## src/hw/rtl/csp_pkg.sv

```systemverilog
package csp_pkg;

    localparam int NLANE = 5;
    localparam int NSQ   = 32;
    localparam int NDIV  = 32;

    // divider lanes
    localparam int LN_RX = 0;
    localparam int LN_RZ = 1;
    localparam int LN_MX = 2;
    localparam int LN_MY = 3;
    localparam int LN_MZ = 4;

    // configuration register indexes (paddr[3:2])
    localparam logic [1:0] REG_RADIUS = 2'd0;
    localparam logic [1:0] REG_HEIGHT = 2'd1;
    localparam logic [1:0] REG_SIN    = 2'd2;

    localparam logic [30:0] RST_RADIUS = 31'd65536;
    localparam logic [30:0] RST_HEIGHT = 31'd65536;
    localparam logic [15:0] RST_SIN    = 16'd29309;

    localparam logic signed [33:0] SAT_MAX = 34'sd2147483647;
    localparam logic signed [33:0] SAT_MIN = -34'sd2147483648;

    typedef struct packed {
        logic [30:0] radius;
        logic [30:0] height;
        logic [15:0] sin_apex;
    } t_cfg;

    typedef struct packed {
        logic [33:0] rem;
        logic [31:0] root;
        logic [63:0] num;
    } t_sq;

    typedef struct packed {
        logic [31:0] rem;
        logic [31:0] num;
        logic [31:0] q;
    } t_dv;

    typedef struct packed {
        logic               sx;
        logic               sy;
        logic               sz;
        logic signed [31:0] y;
        logic [30:0]        m;
        logic [NLANE-1:0][62:0] prod;
    } t_sq_side;

    typedef struct packed {
        logic        sx;
        logic        sy;
        logic        sz;
        logic        apex;
        logic        pzero;
        logic        lzero;
        logic [30:0] m;
    } t_dv_side;

    // one result bit of the integer square root
    function automatic t_sq sq_step(t_sq a);
        logic [35:0] t;
        logic [35:0] trial;
        t_sq         r;
        t     = {a.rem, a.num[63:62]};
        trial = {2'b00, a.root, 2'b01};
        r.num = {a.num[61:0], 2'b00};
        if (t >= trial) begin
            r.rem  = 34'(t - trial);
            r.root = {a.root[30:0], 1'b1};
        end else begin
            r.rem  = t[33:0];
            r.root = {a.root[30:0], 1'b0};
        end
        return r;
    endfunction

    // one quotient bit of restoring division
    function automatic t_dv dv_step(t_dv a, logic [31:0] den);
        logic [32:0] t;
        t_dv         r;
        t     = {a.rem, a.num[31]};
        r.num = {a.num[30:0], 1'b0};
        if (t >= {1'b0, den}) begin
            r.rem = 32'(t - {1'b0, den});
            r.q   = {a.q[30:0], 1'b1};
        end else begin
            r.rem = t[31:0];
            r.q   = {a.q[30:0], 1'b0};
        end
        return r;
    endfunction

endpackage

```

## src/hw/rtl/csp_cfg.sv

```systemverilog
module csp_cfg
    import csp_pkg::*;
(
    input  logic        i_clk,
    input  logic        i_rst_n,
    input  logic        psel,
    input  logic        penable,
    input  logic        pwrite,
    input  logic [3:0]  paddr,
    input  logic [31:0] pwdata,
    output logic [31:0] prdata,
    output logic        pready,
    output t_cfg        o_cfg
);

    t_cfg r_cfg;
    logic wr;

    assign wr     = psel && penable && pwrite;
    assign pready = 1'b1;
    assign o_cfg  = r_cfg;

    always_ff @(posedge i_clk) begin
        if (!i_rst_n) begin
            r_cfg.radius   <= RST_RADIUS;
            r_cfg.height   <= RST_HEIGHT;
            r_cfg.sin_apex <= RST_SIN;
        end else if (wr) begin
            case (paddr[3:2])
                REG_RADIUS: r_cfg.radius   <= pwdata[30:0];
                REG_HEIGHT: r_cfg.height   <= pwdata[30:0];
                REG_SIN:    r_cfg.sin_apex <= pwdata[15:0];
                default: ;
            endcase
        end
    end

    always_comb begin
        case (paddr[3:2])
            REG_RADIUS: prdata = {1'b0, r_cfg.radius};
            REG_HEIGHT: prdata = {1'b0, r_cfg.height};
            REG_SIN:    prdata = {16'h0, r_cfg.sin_apex};
            default:    prdata = 32'h0;
        endcase
    end

endmodule

```

## config.mk

```make
export PLATFORM = sky130hd
export DESIGN_NAME = csp_cfg
export DESIGN_NICKNAME = d
export VERILOG_FILES = /design/src/hw/rtl/csp_pkg.sv /design/src/hw/rtl/csp_cfg.sv
export SDC_FILE = /design/constraint.sdc
export NUM_CORES = 1
export LEC_CHECK = 0
export ABC_AREA = 1
export BUFFER_PORTS_ARGS = -buffer_cell sky130_fd_sc_hd__buf_2
export CAP_MARGIN = 20
export CORE_ASPECT_RATIO = 0.7
export CORE_MARGIN = 4
export CORE_UTILIZATION = 48
export CTS_CLUSTER_DIAMETER = 40
export DETAILED_ROUTE_END_ITERATION = 12
export PLACE_DENSITY = 0.81
export SLEW_MARGIN = 20
export SYNTH_ARGS = -nofsm -noshare
export SYNTH_HDL_FRONTEND = slang
export SYNTH_SLANG_ARGS = --single-unit
```

## constraint.sdc

```tcl
create_clock -name i_clk -period 1.5 [get_ports i_clk]
set_clock_uncertainty 0.2 [all_clocks]
set_input_delay 0.15 -clock i_clk [delete_from_list [all_inputs] [get_ports i_clk]]
set_output_delay 0.15 -clock i_clk [all_outputs]
set_load 0.005 [all_outputs]
```

==> parameters.txt, run 1 <==
Parameter                              Value

Timing
  Final worst path period need    1.39 ns
  Setup repair after global routing missed its margin    false
  Final worst-path cycle share    0.925
  Achievable Freq    721 MHz
  Setup Viol. Count Final    0
  Setup tns final    0 ns
  Final number of hold-violating endpoints    0
  Max-slew violation count    0

Setup path
  Count of buffering cells on the critical path with inverters included    4
  Critical path's slowest cell    sky130_fd_sc_hd__buf_12
  Crit path kind    in2out
  Logic depth of the worst register-to-register path    2
  Category of the worst setup path launch point    primary input
  Crit end category    primary output
  Arrival time at the worst endpoint    1.04 ns
  Cell-by-cell listing of the critical path    buf_2, inv_2, nor2_4, buf_12, nand2_1, nand3_1, buf_2
  Most common cell on crit path    sky130_fd_sc_hd__buf_2
  Number of logic stages on the critical path including buffering    7
  Worst path required time    1.15 ns
  CP top delay family    buffers and inverters
  Max Fanout on Critical Path    19
  Crit path largest cell delay    0.19 ns

Floorplan
  Starting density of the core    0.502
  Die Span Y    81.7 um
  Total Die Area    9250 um2
  Floorplan core area    7420 um2
  I/O pin cnt    152
  Total number of placement rows    26
  Die Width    113 um

Worst hold path
  Cell count of the worst hold path    3
  Type of the tightest min-delay check    in2reg

Yosys
  Number of register bits inferred by synthesis    78
  Mux cell area share after synthesis    0
  Yosys cell types    18
  Per-instance average area after synthesis    6.84 um2
  Dominant combinational cell family by area after synthesis    simple AND/OR/NAND/NOR gates
  Warning count from the yosys run    0
  Synth Cell Area    3720 um2
  Fraction of synthesized cell area in xor and xnor cells    0
  Sequential fraction of the synthesis area    0.419
  Synthesized-area fraction occupied by and/or/nand/nor cells    0.430
  Cell count after synthesis    544
  Synthesized Nets    585
  Share of the synthesized area in compound gates (AO/OA/AOI/OAI)    0.0380
  Synthesized-area fraction occupied by adder cells    0

Route
  Number of iterations in the first detailed-routing pass    7
  Detailed Route WL    11500 um
  Number of DRC markers after the initial detailed-route iteration    339
  Final ANT Viol Nets    0
  Total vias in the final route    4160
  Average wire per standard cell    14.1 um
  DRC errors left    0
  Avg Vias per Cell    5.12

Run
  Count of max-cap constraint violations    0

Clocking
  Clock-pin transition on the worst setup and hold timing paths    0.07 ns
  CTS max path bufs    2
  Number of gates resized after cts    0
  Clock buffer count from CTS    9
  Clock tree from TritonCTS    yes
  Sinks on the clock net    78
  Maximum level of the CTS H-tree    3
  Clock insertion delay at the later pin of the skew report    0.34 ns
  Master cell of the clock root buffer    sky130_fd_sc_hd__clkbuf_8

Global routing
  Overflow left after global routing    0
  Number of antenna violations at the first check in global routing    0
  Pin count of the biggest net entering global routing    79
  Vias in the first global route    3933
  Overall Global Routing Usage    0.242
  Wire length of the first global-routing pass    18000 um

Power and ir drop
  Leakage power of the design    2.59 nW
  Largest voltage drop on the vdd net    0.567 mV
  Cell Pwr Density    856 nW/um2

Placed design
  # port buffers    146
  Final Wtd Congestion    0.777
  Hpwl dp    7300 um
  Cell area after placement    4540 um2

Layout
  Post-synthesis to final-layout area growth    36.4%
  N_diodes    0
  Cell area after layout    5080 um2
  Share of final-layout standard cells stronger than drive strength 1    0.278
  Flip-flop count of the largest register after layout    78
  Layout fillers    634
  Count of nets after finishing    751

Outcome
  Result of the run    finished, final reports clean
[final cells by class]
cell class              count  area [um2]  area share
flip-flops and latches     78        1560       0.308
repair buffers            194        1310       0.258
clock inverters             5        56.3      0.0111
clock buffers              11         141      0.0278
inverters                  33         124      0.0244
multi-input cells         394        1760       0.347
well taps                  98         123      0.0241
[layout by cell type (no fill, tap or decap)]
master,instances
sky130_fd_sc_hd__buf_2,146
sky130_fd_sc_hd__nor2_1,132
sky130_fd_sc_hd__nand2_1,130
sky130_fd_sc_hd__nand3_1,94
sky130_fd_sc_hd__dfxtp_1,78
sky130_fd_sc_hd__inv_1,31
sky130_fd_sc_hd__dlygate4sd3_1,31
sky130_fd_sc_hd__a22o_1,15
sky130_fd_sc_hd__nand2_2,11
sky130_fd_sc_hd__clkbuf_8,10
sky130_fd_sc_hd__buf_12,10
sky130_fd_sc_hd__nor2_4,7
sky130_fd_sc_hd__buf_4,6
sky130_fd_sc_hd__inv_2,2
sky130_fd_sc_hd__o21ai_0,2
sky130_fd_sc_hd__conb_1,2
sky130_fd_sc_hd__clkinv_2,2
sky130_fd_sc_hd__nand3_2,1
sky130_fd_sc_hd__inv_6,1
sky130_fd_sc_hd__clkinvlp_4,1
sky130_fd_sc_hd__clkbuf_1,1
sky130_fd_sc_hd__bufinv_16,1
sky130_fd_sc_hd__clkbuf_16,1
[through the flow]
stage,total power [mW],hold slack (ns),cells,utilization,setup slack [ns]
finish,4.34,0.0664,813,0.685,0.112
global route,4.53,0.0587,813,0.685,0.0140
CTS,4.36,0.0570,811,0.680,0.0884
detailed placement,2.72,0.185,764,0.612,0.0940
global placement,2.70,0.178,764,0.612,0.126
floorplan,2.51,0.0702,544,-,0.365
[power breakdown]
| part | switching [mW] | total (mW) | leakage (nW) | internal (mW) |
|---|---|---|---|---|
| combinational | 0.331 | 0.603 | 1.86 | 0.272 |
| sequential | 0.0364 | 2.15 | 0.632 | 2.12 |
| clock | 0.774 | 1.59 | 0.0997 | 0.816 |
| total | 1.14 | 4.34 | 2.59 | 3.20 |
[layer usage]
metal / vias up / GRT usage / wire, um
met5: - / 0 / 0
met4: 0 / 0.0876 / 178
met3: 20 / 0.0670 / 1040
met2: 208 / 0.425 / 5510
met1: 1899 / 0.287 / 4740
li1: 2033 / - / -
[synthesized netlist by cell type]
cell,instances,area (um2)
sky130_fd_sc_hd__nor2_1,132,495
sky130_fd_sc_hd__nand2_1,130,488
sky130_fd_sc_hd__nand3_1,94,470
sky130_fd_sc_hd__dfxtp_1,78,1560
sky130_fd_sc_hd__inv_1,31,116
sky130_fd_sc_hd__a22o_1,15,131
sky130_fd_sc_hd__buf_2,14,70.1
sky130_fd_sc_hd__buf_4,11,82.6
sky130_fd_sc_hd__buf_6,11,124
sky130_fd_sc_hd__nand2_2,11,68.8
sky130_fd_sc_hd__nor2_4,5,56.3
sky130_fd_sc_hd__clkbuf_1,2,7.51
sky130_fd_sc_hd__conb_1,2,7.51
sky130_fd_sc_hd__inv_2,2,7.51
sky130_fd_sc_hd__nor2_2,2,12.5
sky130_fd_sc_hd__o21ai_0,2,10.0
sky130_fd_sc_hd__buf_1,1,3.75
sky130_fd_sc_hd__nand3_2,1,10.0
[cells by family (layout without fill, tap and decap cells)]
kind of cell,count (synthesis),in the layout
buffers and inverters,72,243
flip-flops,78,78
AO/OA/AOI/OAI,17,17
other,2,2
AND/OR/NAND/NOR,375,375
[path summary, 6_finish.rpt]
path	start	to	slack (ns)
worst min-delay path	i_rst_n	o_cfg[63]$_SDFFE_PN1P_	0.07
worst min register to register	o_cfg[5]$_SDFFE_PN1P_	o_cfg[5]$_SDFFE_PN1P_	0.28
worst max-delay path	paddr[2]	prdata[0]	0.11
worst max register to register	o_cfg[11]$_SDFFE_PN0P_	o_cfg[11]$_SDFFE_PN0P_	0.64
[what timing repair did]
item	4_1_cts	5_1_grt
setup endpoints to repair	0	1
hold endpoints to repair	78	0
hold buffers	31	0
buffers inserted	0	1
[worst register-to-register path: stages (launching register included)]
cell and delay (ns):
sky130_fd_sc_hd__dfxtp_1 0.38, sky130_fd_sc_hd__nor2_1 0.06, sky130_fd_sc_hd__nor2_1 0.14
Power figures use the tool's default switching activity.
==> run 2: changes to the inputs <==
SETUP_SLACK_MARGIN = 0.15   (was unset)
==> parameters.txt, run 2 (synthesis results as in run 1) <==
Parameter                              Value

Floorplan
  Die Width    113 um (unchanged)
  Starting density of the core    0.502 (unchanged)
  Total number of placement rows    26 (unchanged)
  Floorplan core area    7420 um2 (unchanged)
  Total Die Area    9250 um2 (unchanged)
  I/O pin cnt    152 (unchanged)
  Die Span Y    81.7 um (unchanged)

Route
  Detailed Route WL    12900 um (was 11500 um)
  Average wire per standard cell    15.3 um (was 14.1 um)
  Avg Vias per Cell    5.24 (was 5.12)
  DRC errors left    0 (unchanged)
  Total vias in the final route    4431 (was 4160)
  Number of iterations in the first detailed-routing pass    5 (was 7)
  Final ANT Viol Nets    0 (unchanged)
  Number of DRC markers after the initial detailed-route iteration    345 (was 339)

Global routing
  Overall Global Routing Usage    0.262 (was 0.242)
  Pin count of the biggest net entering global routing    79 (unchanged)
  Met1 track demand over resource in global routing    0.309 (was 0.287)
  Global routing met2 resource utilization    0.463 (was 0.425)
  Overflow left after global routing    0 (unchanged)
  Number of antenna violations at the first check in global routing    0 (unchanged)
  Wire length of the first global-routing pass    19400 um (was 18000 um)
  Vias in the first global route    4172 (was 3933)
  Global Route met3 Usage    0.0714 (was 0.0670)
  Most Used Layer, Global Route    met2 (unchanged)

Power and ir drop
  Largest voltage drop on the vdd net    0.572 mV (was 0.567 mV)
  Cell Pwr Density    803 nW/um2 (was 856 nW/um2)
  Leakage power of the design    2.85 nW (was 2.59 nW)

Setup path
  Arrival time at the worst endpoint    1.01 ns (was 1.04 ns)
  Category of the worst setup path launch point    register (was primary input)
  Max Fanout on Critical Path    3 (was 19)
  Crit path kind    reg2out (was in2out)
  Worst path required time    1.15 ns (about the same)
  Crit end category    primary output (unchanged)

Timing
  Final number of hold-violating endpoints    0 (unchanged)
  Setup repair after global routing missed its margin    true (was false)
  Max-slew violation count    0 (unchanged)
  Achievable Freq    733 MHz (was 721 MHz)
  Final worst path period need    1.36 ns (was 1.39 ns)
  Setup Viol. Count Final    0 (unchanged)
  Setup tns final    0 ns (unchanged)
  Final worst-path cycle share    0.909 (was 0.925)

Layout
  Most common cell after layout, fill and taps aside    sky130_fd_sc_hd__buf_2 (unchanged)
  Count of nets after finishing    783 (was 751)
  Commonest cells after routing, fill and taps aside    143 x sky130_fd_sc_hd__buf_2, 132 x sky130_fd_sc_hd__nor2_1, 125 x sky130_fd_sc_hd__nand2_1, 92 x sky130_fd_sc_hd__nand3_1, 70 x sky130_fd_sc_hd__dfxtp_2 (was 146 x sky130_fd_sc_hd__buf_2, 132 x sky130_fd_sc_hd__nor2_1, 130 x sky130_fd_sc_hd__nand2_1, 94 x sky130_fd_sc_hd__nand3_1, 78 x sky130_fd_sc_hd__dfxtp_1)
  Post-synthesis to final-layout area growth    49.1% (was 36.4%)
  Flip-flop count of the largest register after layout    78 (unchanged)
  Cell area after layout    5550 um2 (was 5080 um2)
  Share of final-layout standard cells stronger than drive strength 1    0.412 (was 0.278)
  N_diodes    0 (unchanged)

Outcome
  Result of the run    finished, final reports clean (unchanged)

Placed design
  Hpwl dp    7300 um (unchanged)
  Cell area after placement    4540 um2 (unchanged)
  Final Wtd Congestion    0.777 (unchanged)
  # port buffers    146 (unchanged)

Clocking
  Sinks on the clock net    78 (unchanged)
  Clock buffer count from CTS    9 (unchanged)
  Clock tree from TritonCTS    yes (unchanged)
  Master cell of the clock root buffer    sky130_fd_sc_hd__clkbuf_8 (unchanged)
  Maximum level of the CTS H-tree    3 (unchanged)
  Clock insertion delay at the later pin of the skew report    0.35 ns (was 0.34 ns)
  CTS max path bufs    2 (unchanged)
  Clock-pin transition on the worst setup and hold timing paths    0.08 ns (was 0.07 ns)

Worst hold path
  Type of the tightest min-delay check    in2reg (unchanged)

Run
  Count of max-cap constraint violations    0 (unchanged)
run 2: cell type report:
class / instances / area, um2
Fill cell: 573 / 1860
Multi-Input combinational cell: 394 / 1780
Timing Repair Buffer: 226 / 1670
Sequential cell: 78 / 1650
Clock buffer: 11 / 141
Inverter: 33 / 129
Tap cell: 98 / 123
Clock inverter: 5 / 56.3
run 2: worst max-delay path, stage by stage, from the launching register on:
cell and delay (ns):
sky130_fd_sc_hd__dfxtp_2 0.34, sky130_fd_sc_hd__a22o_1 0.21, sky130_fd_sc_hd__buf_2 0.12
run 2: path summary, 6_finish.rpt:
path / startpoint / to / slack (ns) / depth (start not counted)
worst max-delay path: o_cfg[66]$_SDFFE_PN0P_ / prdata[19] / 0.14 / 2
worst min-delay path: paddr[2] / o_cfg[32]$_SDFFE_PN1P_ / 0.07 / 4
worst max register to register: o_cfg[38]$_SDFFE_PN0P_ / o_cfg[38]$_SDFFE_PN0P_ / 0.56 / 3
worst min register to register: o_cfg[5]$_SDFFE_PN1P_ / o_cfg[5]$_SDFFE_PN1P_ / 0.27 / 2
run 2: where the power goes:
group	total (mW)	switching, mW	internal [mW]
Combinational	0.703	0.363	0.339
Sequential	2.16	0.0355	2.12
Clock	1.60	0.782	0.816
Total	4.46	1.18	3.28
run 2: per-stage QoR:
step                      setup slack (ns)  utilization  hold WS (ns)  instances  power [mW]
final                                0.137        0.749        0.0685        845        4.46
after global routing                0.0995        0.749        0.0684        845        4.64
after CTS                            0.133        0.716        0.0570        835        4.42
after detailed placement            0.0940        0.612         0.185        764        2.72
after global placement               0.126        0.612         0.178        764        2.70
after floorplan                      0.365            -        0.0702        544        2.51
run 2: what timing repair did:
action,in CTS,in global routing
endpoints found under the hold margin,78,0
pin swaps,17,20
cloned,2,3
endpoints found under the setup margin,31,31
hold buffers,31,0
buffers inserted,22,7
gates resized for setup,28,61
run 2: routing by layer:
metal | share of wire | vias up
met5 | 0 | -
met1 | 0.40 | 2062
met3 | 0.090 | 29
met4 | 0.018 | 0
met2 | 0.49 | 241
li1 | - | 2099
